`src/dski_pkg.sv`:
```
// ----------------------------------------------------------------------------
// dski_pkg
// Shared widths, codes and types of the dual-switch key interlock.
// ----------------------------------------------------------------------------
package dski_pkg;

  localparam int unsigned ScanW    = 60;
  localparam int unsigned ScanIdxW = 6;
  localparam int unsigned TimeW    = 32;
  localparam int unsigned MsW      = 16;
  localparam int unsigned ColW     = 3;
  localparam int unsigned CfgIdxW  = 2;
  localparam int unsigned CfgDataW = 16;

  localparam int unsigned RowsPerSideDef = 5;
  localparam int unsigned ColsDef        = 6;

  localparam logic [MsW-1:0]  GraceMsRst    = 16'd50;
  localparam logic [MsW-1:0]  ReplayMsRst   = 16'd10;
  localparam logic [ColW-1:0] DownColRst    = 3'd2;
  localparam logic [ColW-1:0] DblDownColRst = 3'd5;

  typedef enum logic [CfgIdxW-1:0] {
    CFG_GRACE_MS    = 2'd0,
    CFG_REPLAY_MS   = 2'd1,
    CFG_DOWN_COL    = 2'd2,
    CFG_DBL_DOWN_COL = 2'd3
  } cfg_idx_e;

  typedef enum logic [4:0] {
    MODE_IDLE    = 5'b00001,
    MODE_PENDING = 5'b00010,
    MODE_DOWN    = 5'b00100,
    MODE_DD      = 5'b01000,
    MODE_REPLAY  = 5'b10000
  } mode_e;

  typedef struct packed {
    logic [MsW-1:0]  grace_ms;
    logic [MsW-1:0]  replay_ms;
    logic [ColW-1:0] down_col;
    logic [ColW-1:0] dbl_down_col;
  } cfg_t;

  // per-cluster verdict for one scan
  typedef struct packed {
    logic [ScanW-1:0] dm_mask;  // Down position, zero if column off the matrix
    logic             dm_val;   // value Down takes in the output
    logic             hold;     // commit forced by a new press: hold it back
    logic             chg;      // cluster mode moved
  } clu_res_t;

  // one-hot mask of a key in a row, empty when the column is off the matrix
  function automatic logic [ScanW-1:0] key_mask(input logic [ScanIdxW-1:0] base,
                                                input logic [ColW-1:0]     col,
                                                input logic [ColW-1:0]     cols);
    logic [ScanW-1:0] m;
    m = '0;
    if (col < cols) begin
      m = ScanW'(1) << (base + ScanIdxW'(col));
    end
    return m;
  endfunction

endpackage

```
`src/dski_if.sv`:
```
// ----------------------------------------------------------------------------
// dski_if
// Valid/ready channels of the key interlock: scan in, result out, config.
// ----------------------------------------------------------------------------
interface dski_scan_if import dski_pkg::*; ();
  logic             valid;
  logic             ready;
  logic [ScanW-1:0] scan_bits;
  logic [TimeW-1:0] now_ms;

  modport source (output valid, output scan_bits, output now_ms, input ready);
  modport sink   (input valid, input scan_bits, input now_ms, output ready);
endinterface

interface dski_res_if import dski_pkg::*; ();
  logic             valid;
  logic             ready;
  logic [ScanW-1:0] out_bits;
  logic             changed;

  modport source (output valid, output out_bits, output changed, input ready);
  modport sink   (input valid, input out_bits, input changed, output ready);
endinterface

interface dski_cfg_if import dski_pkg::*; ();
  logic                valid;
  logic                ready;
  logic [CfgIdxW-1:0]  index;
  logic [CfgDataW-1:0] data;

  modport source (output valid, output index, output data, input ready);
  modport sink   (input valid, input index, input data, output ready);
endinterface

```
`src/dual_switch_key_interlock_unit.sv`:
```
// ----------------------------------------------------------------------------
// dual_switch_key_interlock_unit
// Down/DoubleDown interlock for the two thumb clusters of a split matrix.
// ----------------------------------------------------------------------------
// Channels: scan_i takes one debounced scan word (scan_bits, now_ms);
// res_o gives one word per scan (out_bits, changed); cfg_i writes the
// grace time, replay time and the two thumb columns by register index.
// A scan is taken into an input register, judged combinationally by the two
// cluster state machines and written to the result register, which offers
// it on res_o. While res_o is not stalled, one scan can be taken every
// cycle; the cluster state, previous scan and held-back presses are
// updated as each scan moves into the result register.
// When the receiver stalls, the result register holds its word and the
// input register still takes one more scan; after that scan_i.ready drops
// until res_o is drained.
// Reset clears both clusters to idle, the previous scan and held presses
// to zero, and loads the default configuration. Config is taken at once
// (cfg_i.ready is always high) and should be written only while idle.
// ----------------------------------------------------------------------------
module dual_switch_key_interlock_unit import dski_pkg::*; #(
  parameter int unsigned ROWS_PER_SIDE = RowsPerSideDef,
  parameter int unsigned COLS          = ColsDef
) (
  input  logic       clk_i,
  input  logic       rst_ni,
  dski_scan_if.sink  scan_i,
  dski_res_if.source res_o,
  dski_cfg_if.sink   cfg_i
);

  localparam int unsigned TotalBits = 2 * ROWS_PER_SIDE * COLS;
  localparam logic [ScanW-1:0] VMask = (ScanW'(1) << TotalBits) - ScanW'(1);
  localparam logic [ScanIdxW-1:0] Row1Base = ScanIdxW'(ROWS_PER_SIDE * COLS);
  localparam logic [ColW-1:0]     NCols    = ColW'(COLS);

  cfg_t             cfg;
  clu_res_t         clu0, clu1;

  logic             in_vld_q;
  logic [ScanW-1:0] in_scan_q;
  logic [TimeW-1:0] in_now_q;
  logic             res_vld_q;
  logic [ScanW-1:0] res_bits_q, res_bits_d;
  logic             res_chg_q, res_chg_d;
  logic [ScanW-1:0] prev_q, held_q, held_d;

  logic             adv, in_acc;
  logic [ScanW-1:0] phys, excl, fresh, clr, outm;

  assign adv           = in_vld_q & (~res_vld_q | res_o.ready);
  assign scan_i.ready  = ~in_vld_q | adv;
  assign in_acc        = scan_i.valid & scan_i.ready;

  dski_cfg u_cfg (
    .clk_i  (clk_i),
    .rst_ni (rst_ni),
    .cfg_i  (cfg_i),
    .cfg_o  (cfg)
  );

  assign phys  = in_scan_q & VMask;
  assign excl  = key_mask('0, cfg.down_col, NCols)
               | key_mask('0, cfg.dbl_down_col, NCols)
               | key_mask(Row1Base, cfg.down_col, NCols)
               | key_mask(Row1Base, cfg.dbl_down_col, NCols);
  assign fresh = phys & ~prev_q & ~excl;

  dski_cluster #(.ROW(0), .COLS(COLS)) u_clu0 (
    .clk_i   (clk_i),
    .rst_ni  (rst_ni),
    .adv_i   (adv),
    .phys_i  (phys),
    .now_i   (in_now_q),
    .fresh_i (|fresh),
    .cfg_i   (cfg),
    .res_o   (clu0)
  );

  dski_cluster #(.ROW(ROWS_PER_SIDE), .COLS(COLS)) u_clu1 (
    .clk_i   (clk_i),
    .rst_ni  (rst_ni),
    .adv_i   (adv),
    .phys_i  (phys),
    .now_i   (in_now_q),
    .fresh_i (|fresh),
    .cfg_i   (cfg),
    .res_o   (clu1)
  );

  // thumb rows differ, and fresh never covers a Down bit, so the edits commute
  always_comb begin
    clr    = (clu0.hold | clu1.hold) ? fresh : '0;
    outm   = phys;
    outm   = (outm & ~clu0.dm_mask) | (clu0.dm_mask & {ScanW{clu0.dm_val}});
    outm   = (outm & ~clu1.dm_mask) | (clu1.dm_mask & {ScanW{clu1.dm_val}});
    held_d = clr;
    res_bits_d = ((outm & ~clr) | held_q) & VMask;
    res_chg_d  = clu0.chg | clu1.chg | (prev_q != phys);
  end

  always_ff @(posedge clk_i or negedge rst_ni) begin
    if (!rst_ni) begin
      in_vld_q  <= 1'b0;
      res_vld_q <= 1'b0;
      prev_q    <= '0;
      held_q    <= '0;
    end else begin
      if (scan_i.ready) begin
        in_vld_q <= scan_i.valid;
      end
      if (adv) begin
        res_vld_q <= 1'b1;
        prev_q    <= phys;
        held_q    <= held_d;
      end else if (res_o.ready) begin
        res_vld_q <= 1'b0;
      end
    end
  end

  always_ff @(posedge clk_i) begin
    if (in_acc) begin
      in_scan_q <= scan_i.scan_bits;
      in_now_q  <= scan_i.now_ms;
    end
    if (adv) begin
      res_bits_q <= res_bits_d;
      res_chg_q  <= res_chg_d;
    end
  end

  assign res_o.valid    = res_vld_q;
  assign res_o.out_bits = res_bits_q;
  assign res_o.changed  = res_chg_q;

  a_held_off_thumbs: assert property (@(posedge clk_i) disable iff (!rst_ni)
    (held_q & ~VMask) == '0)
    else $error("held press outside the matrix");

  a_out_in_matrix: assert property (@(posedge clk_i) disable iff (!rst_ni)
    res_vld_q |-> ((res_bits_q & ~VMask) == '0))
    else $error("result has bits beyond the matrix");

  a_held_released: assert property (@(posedge clk_i) disable iff (!rst_ni)
    (adv && held_q != '0) |=> ((res_bits_q & $past(held_q)) == $past(held_q)))
    else $error("held press not replayed in the next result");

  a_prev_tracks: assert property (@(posedge clk_i) disable iff (!rst_ni)
    adv |=> (prev_q == $past(phys)))
    else $error("previous scan not updated");

endmodule

```
`src/dski_cfg.sv`:
```
// ----------------------------------------------------------------------------
// dski_cfg
// Configuration register file: grace and replay times, Down columns.
// ----------------------------------------------------------------------------
module dski_cfg import dski_pkg::*; (
  input  logic       clk_i,
  input  logic       rst_ni,
  dski_cfg_if.sink   cfg_i,
  output cfg_t       cfg_o
);

  cfg_t cfg_q, cfg_d;

  assign cfg_i.ready = 1'b1;

  always_comb begin
    cfg_d = cfg_q;
    if (cfg_i.valid) begin
      case (cfg_idx_e'(cfg_i.index))
        CFG_GRACE_MS:     cfg_d.grace_ms     = cfg_i.data;
        CFG_REPLAY_MS:    cfg_d.replay_ms    = cfg_i.data;
        CFG_DOWN_COL:     cfg_d.down_col     = cfg_i.data[ColW-1:0];
        CFG_DBL_DOWN_COL: cfg_d.dbl_down_col = cfg_i.data[ColW-1:0];
        default:          cfg_d = cfg_q;
      endcase
    end
  end

  always_ff @(posedge clk_i or negedge rst_ni) begin
    if (!rst_ni) begin
      cfg_q.grace_ms     <= GraceMsRst;
      cfg_q.replay_ms    <= ReplayMsRst;
      cfg_q.down_col     <= DownColRst;
      cfg_q.dbl_down_col <= DblDownColRst;
    end else begin
      cfg_q <= cfg_d;
    end
  end

  assign cfg_o = cfg_q;

endmodule

```
`src/dski_cluster.sv`:
```
// ----------------------------------------------------------------------------
// dski_cluster
// Thumb-cluster state machine: decides what Down shows for one scan.
// ----------------------------------------------------------------------------
module dski_cluster import dski_pkg::*; #(
  parameter int unsigned ROW          = 0,
  parameter int unsigned COLS         = ColsDef
) (
  input  logic             clk_i,
  input  logic             rst_ni,
  input  logic             adv_i,      // scan moves to the result register
  input  logic [ScanW-1:0] phys_i,
  input  logic [TimeW-1:0] now_i,
  input  logic             fresh_i,    // some key other than Down or DoubleDown newly pressed
  input  cfg_t             cfg_i,
  output clu_res_t         res_o
);

  localparam logic [ScanIdxW-1:0] RowBase = ScanIdxW'(ROW * COLS);
  localparam logic [ColW-1:0]     NCols   = ColW'(COLS);

  mode_e            mode_q, mode_d;
  logic [TimeW-1:0] start_q, start_d;
  logic [ScanW-1:0] dm, ddm;
  logic [TimeW-1:0] elapsed;
  logic             raw, dd;
  logic             dm_val, hold;

  assign dm      = key_mask(RowBase, cfg_i.down_col, NCols);
  assign ddm     = key_mask(RowBase, cfg_i.dbl_down_col, NCols);
  assign raw     = |(phys_i & dm);
  assign dd      = |(phys_i & ddm);
  assign elapsed = now_i - start_q;

  always_comb begin
    mode_d  = mode_q;
    start_d = start_q;
    dm_val  = 1'b0;
    hold    = 1'b0;
    case (mode_q)
      MODE_PENDING: begin
        if (dd) begin
          mode_d = MODE_DD;
        end else if (!raw) begin
          // quick release: replay as a tap
          mode_d  = MODE_REPLAY;
          start_d = now_i;
          dm_val  = 1'b1;
        end else if (fresh_i) begin
          mode_d  = MODE_DOWN;
          start_d = now_i;
          dm_val  = 1'b1;
          hold    = 1'b1;
        end else if (elapsed >= TimeW'(cfg_i.grace_ms)) begin
          mode_d  = MODE_DOWN;
          start_d = now_i;
          dm_val  = 1'b1;
        end
      end
      MODE_DOWN: begin
        dm_val = raw & ~dd;
        if (dd) begin
          mode_d = MODE_DD;
        end else if (!raw) begin
          mode_d = MODE_IDLE;
        end
      end
      MODE_DD: begin
        if (!raw && !dd) begin
          mode_d = MODE_IDLE;
        end
      end
      MODE_REPLAY: begin
        if (dd) begin
          mode_d = MODE_DD;
        end else if (elapsed >= TimeW'(cfg_i.replay_ms)) begin
          mode_d = MODE_IDLE;
        end else begin
          dm_val = 1'b1;
        end
      end
      default: begin
        // idle, and any stray code treated as idle
        mode_d = MODE_IDLE;
        if (dd) begin
          mode_d = MODE_DD;
        end else if (raw) begin
          mode_d  = MODE_PENDING;
          start_d = now_i;
        end
      end
    endcase
  end

  always_ff @(posedge clk_i or negedge rst_ni) begin
    if (!rst_ni) begin
      mode_q  <= MODE_IDLE;
      start_q <= '0;
    end else if (adv_i) begin
      mode_q  <= mode_d;
      start_q <= start_d;
    end
  end

  assign res_o.dm_mask = dm;
  assign res_o.dm_val  = dm_val;
  assign res_o.hold    = hold;
  assign res_o.chg     = (mode_d != mode_q);

  a_hold_commits: assert property (@(posedge clk_i) disable iff (!rst_ni)
    (adv_i && hold) |=> (mode_q == MODE_DOWN && start_q == $past(now_i)))
    else $error("forced commit did not land in down committed");

  a_mode_holds: assert property (@(posedge clk_i) disable iff (!rst_ni)
    !adv_i |=> ($stable(mode_q) && $stable(start_q)))
    else $error("cluster state moved without a scan");

  a_dd_hides_down: assert property (@(posedge clk_i) disable iff (!rst_ni)
    dd |-> !dm_val)
    else $error("Down shown while DoubleDown pressed");

endmodule
```
`src/flat_wrapper.sv`:
```
// flat-port wrapper written by rule: the top's interface ports become plain ports
module dual_switch_key_interlock_unit_flat import dski_pkg::*;
#(
  parameter int unsigned ROWS_PER_SIDE = RowsPerSideDef,
  parameter int unsigned COLS          = ColsDef
)
  (clk_i, rst_ni, scan_i_valid, scan_i_scan_bits, scan_i_now_ms, scan_i_ready, res_o_valid, res_o_out_bits, res_o_changed, res_o_ready, cfg_i_valid, cfg_i_index, cfg_i_data, cfg_i_ready);
  dski_scan_if scan_i_i ();
  dski_res_if res_o_i ();
  dski_cfg_if cfg_i_i ();
  input  logic clk_i;
  input  logic rst_ni;
  input wire logic [$bits(scan_i_i.valid)-1:0] scan_i_valid;
  input wire logic [$bits(scan_i_i.scan_bits)-1:0] scan_i_scan_bits;
  input wire logic [$bits(scan_i_i.now_ms)-1:0] scan_i_now_ms;
  output wire logic [$bits(scan_i_i.ready)-1:0] scan_i_ready;
  output wire logic [$bits(res_o_i.valid)-1:0] res_o_valid;
  output wire logic [$bits(res_o_i.out_bits)-1:0] res_o_out_bits;
  output wire logic [$bits(res_o_i.changed)-1:0] res_o_changed;
  input wire logic [$bits(res_o_i.ready)-1:0] res_o_ready;
  input wire logic [$bits(cfg_i_i.valid)-1:0] cfg_i_valid;
  input wire logic [$bits(cfg_i_i.index)-1:0] cfg_i_index;
  input wire logic [$bits(cfg_i_i.data)-1:0] cfg_i_data;
  output wire logic [$bits(cfg_i_i.ready)-1:0] cfg_i_ready;
  assign scan_i_i.valid = scan_i_valid;
  assign scan_i_i.scan_bits = scan_i_scan_bits;
  assign scan_i_i.now_ms = scan_i_now_ms;
  assign scan_i_ready = scan_i_i.ready;
  assign res_o_valid = res_o_i.valid;
  assign res_o_out_bits = res_o_i.out_bits;
  assign res_o_changed = res_o_i.changed;
  assign res_o_i.ready = res_o_ready;
  assign cfg_i_i.valid = cfg_i_valid;
  assign cfg_i_i.index = cfg_i_index;
  assign cfg_i_i.data = cfg_i_data;
  assign cfg_i_ready = cfg_i_i.ready;
  dual_switch_key_interlock_unit #(.ROWS_PER_SIDE(ROWS_PER_SIDE), .COLS(COLS)) u_core (.clk_i(clk_i), .rst_ni(rst_ni), .scan_i(scan_i_i), .res_o(res_o_i), .cfg_i(cfg_i_i));
endmodule
```
`config.mk`:
```
export PLATFORM = sky130hd
export DESIGN_NAME = dual_switch_key_interlock_unit_flat
export DESIGN_NICKNAME = d
export VERILOG_FILES = /design/src/dski_pkg.sv /design/src/dski_if.sv /design/src/dual_switch_key_interlock_unit.sv /design/src/dski_cfg.sv /design/src/dski_cluster.sv /design/src/flat_wrapper.sv
export SDC_FILE = /design/constraint.sdc
export NUM_CORES = 1
export LEC_CHECK = 0
export BUFFER_PORTS_ARGS = -buffer_cell sky130_fd_sc_hd__buf_2
export CAP_MARGIN = 15
export CORE_MARGIN = 3
export CORE_UTILIZATION = 50
export DETAILED_ROUTE_END_ITERATION = 8
export MAX_ROUTING_LAYER = met4
export PLACE_DENSITY = 0.68
export SLEW_MARGIN = 20
export SYNTH_ARGS = -nofsm -noshare
export SYNTH_HDL_FRONTEND = slang
export SYNTH_SLANG_ARGS = --single-unit
```
`constraint.sdc`:
```
create_clock -name clk_i -period 7.12 [get_ports clk_i]
set_input_delay 1.424 -clock clk_i [delete_from_list [all_inputs] [get_ports clk_i]]
set_output_delay 1.424 -clock clk_i [all_outputs]
set_load 0.005 [all_outputs]
```
* After elaboration in Yosys (flattened, before gate mapping)
Cells that the tools add are included.
** Operators by class
- Add/sub/neg operators :: 4
- Magnitude comparators :: 6
- Equal/unequal tests :: 16
- Shift-type cells :: 4
- Muxes and demuxes :: 66
- Bitwise operators :: 37
- Reductions and logical operators :: 23
** Operator list (count)
- $and A60 B60 Y60 :: 11
- $mux W32 :: 12
- $or A60 B60 Y60 :: 6
- $mux W60 :: 5
- $not A60 Y60 :: 5
- $reduce_or A60 Y1 :: 5
- $ge A32 B16 Y1 :: 4
- $pmux W32 S2 :: 2
- $shl A1 B3 Y60 const A :: 2
- $shl A1 B6 Y60 const A :: 2
- $mux W5 :: 18
- $sub A32 B32 Y32 :: 2
- $ne A60 B60 Y1 :: 1
- $pmux W5 S4 :: 2
- $mux W1 :: 21
- $add A5 B3 Y6 const A :: 2
- $eq A5 B2 Y1 const B :: 2
- $eq A5 B3 Y1 const B :: 2
- $eq A5 B4 Y1 const B :: 2
- $eq A5 B5 Y1 const B :: 2
- $ne A5 B5 Y1 :: 2
- $reduce_and A5 Y1 :: 2
- $mux W4 :: 2
- $reduce_and A2 Y1 :: 4
- other kinds (15) :: 38
** Word-level totals
- Register bits after elaboration :: 387
- Input port bits :: 115
- Output and inout bits :: 64
- Word-level logic and storage cells :: 172

* Depth between registers and ports, before layout
- Word-level depth :: 18
- Mapped depth :: 23

* By module
Synthesis repeated with hierarchy kept, for this count alone.
** Second synthesis, totals
- Cells, all modules :: 2784
- Area, all modules :: 26016.2 um^2
** Modules (own cells, without submodules)
- dual_switch_key_interlock_unit :: instances 1, cells each 1159, area each 13006.2 um^2, sequential area each 7647.3 um^2
- dski_cluster at u_core.u_clu1 :: instances 1, cells each 906, area each 6502.5 um^2, sequential area each 927.1 um^2
- dski_cluster at u_core.u_clu0 :: instances 1, cells each 635, area each 5039.8 um^2, sequential area each 927.1 um^2
- dski_cfg :: instances 1, cells each 84, area each 1467.7 um^2, sequential area each 960.9 um^2

* Worst setup path before layout
OpenSTA, ideal clock, no wires.
- Path kind :: flip-flop to flip-flop
- Start :: register u_core.in_now_q[2]
- End :: register u_core.u_clu0.start_q[22]
- Arrival :: 4401 ps
- Data required time :: 6995 ps
- Setup slack :: 2594 ps
- Stages on the path, launching flop included :: 23
- Buffers on the path :: 1
- Clock period less this slack :: 4526 ps
- Path through :: edfxtp_1 > ha_1 > o211ai_1 > a21oi_1 > o21ai_0 > nand2_1 > and2_1 > o21ai_0 > nand2_1 > a21oi_1 > o21bai_1 > xor2_1 > ha_1 > a21o_1 > a21o_1 > a21oi_1 > o21ai_0 > a2111oi_0 > and4_1 > a31oi_1 > nand3_1 > buf_2 > mux2_2
** On the way
- Cells in the longest elaborated chain, start to end :: 4
** Ends and longest elaborated chain
- from (decl) :: line dual_switch_key_interlock_unit.sv:41 : logic [TimeW-1:0] in_now_q;
- from (signal assigned) :: line dual_switch_key_interlock_unit.sv:124 : in_now_q <= scan_i.now_ms;
- $sub A32 B32 Y32 :: line dski_cluster.sv:33 : assign elapsed = now_i - start_q;
- $ge A32 B16 Y1 :: line dski_cluster.sv:54 : end else if (elapsed >= TimeW'(cfg_i.grace_ms)) begin
- $ne A4 B4 Y1 (no line)
- $reduce_and A5 Y1 (no line)
- to (signal assigned) :: line dski_cluster.sv:101 : start_q <= start_d;
- to (decl) :: line dski_cluster.sv:23 : logic [TimeW-1:0] start_q, start_d;
No other way between the ends.
A chain may end at the register's enable or synchronous reset.

* Final worst setup path
- Start :: register u_core.in_now_q[5]
- End :: register u_core.u_clu0.start_q[0]
The elaborated chain is that of the path after synthesis.

==> flow_summary.toml <==
[worst_setup_path]
crit_fanout = 32
cp_common_cell = "o21ai_0"
path_cells = "ha_1 > o21ai_0 > a21oi_1 > o21ai_0 > nand2_1 > and2_1 > o21ai_0 > nand2_1 > a21oi_1 > o21bai_1 > xor2_1 > ha_1 > a21o_1 > a21o_1 > a21oi_1 > o21ai_0 > a2111oi_0 > and4_1 > a31oi_1 > nand3_1 > buf_4 > mux2_2"
path_class = "reg2reg"
worstPathRequired_ns = 7.59
crit_slowest_cell = "a2111oi_0"
max_stage_delay_ns = 0.69
endpoint_kind = "flop"
cp-start-kind = "flop"
crit_arrival_ns = 5.97

[floorplanning]
dieArea_um2 = 47020
die_h_um = 216.8
coreArea_um2 = 43460
io_pins = 179
num_rows = 76
die_w_um = 216.8
start_util_pct = 51.14

[cts]
cts_root_buf = "clkbuf_16"
clk_pin_slew_ns = 0.06
cts_tree = "built"
hold_buffers = 0
post_cts_resized = 0
numCtsBuffers = 44
cts.sinks = 387
postCtsSetupBuffers = 0
insertion_delay_ns = 0.60
htree_levels = 2
cts_buffer_depth = 3

[synthesis]
async_reset_ff_share_pct = 60.47
syn-cell-area_um2 = 22230
avgSynthCellArea_um2 = 9.971
ys_warn_count = 0
synth_cell_types = 87
synth_edf_count = 153
synth_cells = 2229
synth-main-ff-cell = "dfrtp_1"
syn-num-nets = 2536
ys_ff_latch = 387
synthTopCellsByArea = "dfrtp_1, edfxtp_1, ha_1"
ys_seq_area_share_pct = 47.08
yosys.area.top_type = "dfrtp_1"
synth_top_area_share_pct = 25.22

[sta]
rsz0062_at_grt = "no"
finalHoldViolations = 0
slew_viol_final = 0
setup_viol = 0
max_freq_mhz = 181.9
tightest_slew_ns = 1.008
fin_tns_setup_ns = 0
skew_ns = 0.03259
finalCriticalPeriod_ns = 5.499
slew_headroom_pct = 32.81
setup_ws_ns = 1.621
min_period_over_period_pct = 77.23

[detailed_routing]
drtPass1Iterations = 5
drcViolationCount = 0
wire_per_inst_um = 19.04
routed_wl_um = 57010
detail_route.vias_per_cell = 5.704
drt_iter0_drc = 1222
antenna_left = 0
via_count = 17080

[global_routing]
grt_pass1_wl_um = 90820
grt_pass1_vias = 16990
grt_max_degree = 121
grt_usage_pct = 24.93
antenna_found_initial = 1
gr-total-overflow = 0

[pwr]
irDropWorstVdd_v = 0.0002496
p_leak_nw = 11.09
powerDensity_nw_per_um2 = 379.6

[placement]
placed_area_um2 = 23600
place_ws_ns = 1.618
place_congestion = 0.9159
port_buffers = 177
post-dp-hpwl_um = 41750

[layout]
drive_gt1_share_pct = 15.49
final_common_cell = "nand2_1"
fin_nets = 2679
stdcell_area_um2 = 25080
mostFrequentLayoutCells = "nand2_1, dfrtp_1, o21ai_0"
syn_to_final_growth_pct = 12.84

[outcome]
outcome = "complete, no violations"

[worst_hold_path]
hold_class = "reg2reg"

[flow_run]
cap_violations = 0
## layout make-up
cell class,count,area (um^2)
diodes,1,2.502
clock buffers,62,1209
clock inverters,20,272.8
fillers,3796,18380
inverters,184,695.7
multi-input cells,1569,10730
flip-flops and latches,387,10460
well taps,585,732.0
repair buffers,186,975.9
## power breakdown
part / switching [W] / total, W / internal (W) / leakage [nW]
logic: 0.00251 / 0.00425 / 0.00174 / 5.99
registers: 0.000246 / 0.00297 / 0.00273 / 4.39
clock network: 0.000954 / 0.00230 / 0.00135 / 0.707
total: 0.00371 / 0.00952 / 0.00581 / 11.1
## logic make-up after synthesis
family / after synthesis / synth area share [%]
fa+ha+maj: 192 / 10.88
compound gates: 554 / 15.57
flops: 387 / 47.08
mux: 105 / 5.348
simple gates: 664 / 14.28
other cells: 1 / 0.01687
xor+xnor: 53 / 2.089
buf+inv: 273 / 4.740
## metrics by stage
step	hold slack (ns)	util, %	instances	total power [W]
finish	0.4804	57.71	2994	0.009520
detailed placement	0.4708	54.30	2911	0.007221
global placement	0.4617	54.30	2911	0.007122
floorplan	0.4503	-	2229	0.006101
CTS	0.4842	57.70	2993	0.009565
global route	0.5084	57.71	2994	0.01027
## cell usage after synthesis (11+ instances only)
master / count
a31oi_1: 19
o21a_1: 17
a311o_1: 16
mux2_2: 82
ha_1: 190
xnor2_1: 32
xor2_1: 21
edfxtp_1: 153
dfrtp_1: 224
nor4_1: 19
a211oi_1: 15
and2_1: 11
nand4_1: 50
mux2i_1: 13
a21o_1: 74
nand2_1: 302
o21ai_0: 210
buf_2: 14
nand3_1: 55
nand2b_1: 39
o211ai_1: 11
inv_1: 183
nor2b_1: 13
nor3_1: 24
and3_1: 23
nor2_1: 85
clkbuf_1: 72
a21oi_1: 107
## routing by layer
metal	share of wire (%)	global-route usage, %
met5	0	-
met4	4.3	10.72
met3	4.7	3.128
met2	49	41.92
met1	42	30.51
## critical path, delay by kind of cell, from the launching register on
family | cells | cell delay [ns]
multiplexers | 1 | 0.39
AND/OR/NAND/NOR | 5 | 0.86
buffers and inverters | 1 | 0.39
XOR/XNOR | 1 | 0.22
flip-flops | 1 | 0.45
AO/OA/AOI/OAI | 12 | 2.38
adder cells (fa/ha/maj) | 2 | 0.66
## registers in the layout, indices dropped and copies added, names as in the netlist
name / cells
u_core.in_scan_q: 60
u_core.u_cfg.cfg_o: 38
u_core.u_clu1.start_q: 32
u_core.prev_q: 60
u_core.res_o.valid: 1
u_core.u_clu0.start_q: 32
u_core.u_clu0.mode_q: 5
u_core.res_o.changed: 1
u_core.u_clu1.mode_q: 5
u_core.in_vld_q: 1
u_core.held_q: 60
u_core.in_now_q: 32
u_core.res_o.out_bits: 60
## worst paths after layout
check / from / end / slack [ns] / cells past startpoint
max: u_core.in_now_q[5]$_DFFE_PP_ / u_core.u_clu0.start_q[0]$_DFFE_PN0P_ / 1.62 / 22
min: u_core.held_q[14]$_DFFE_PN0P_ / u_core.held_q[14]$_DFFE_PN0P_ / 0.48 / 2
max reg2reg: u_core.in_now_q[5]$_DFFE_PP_ / u_core.u_clu0.start_q[0]$_DFFE_PN0P_ / 1.62 / 22
min reg2reg: u_core.held_q[14]$_DFFE_PN0P_ / u_core.held_q[14]$_DFFE_PN0P_ / 0.48 / 2
max in group asynchronous: rst_ni / u_core.in_vld_q$_DFFE_PN0N_ / 5.05 / 2
min in group asynchronous: rst_ni / u_core.prev_q[28]$_DFFE_PN0P_ / 0.89 / 1
(Power assumes the default switching activity.)
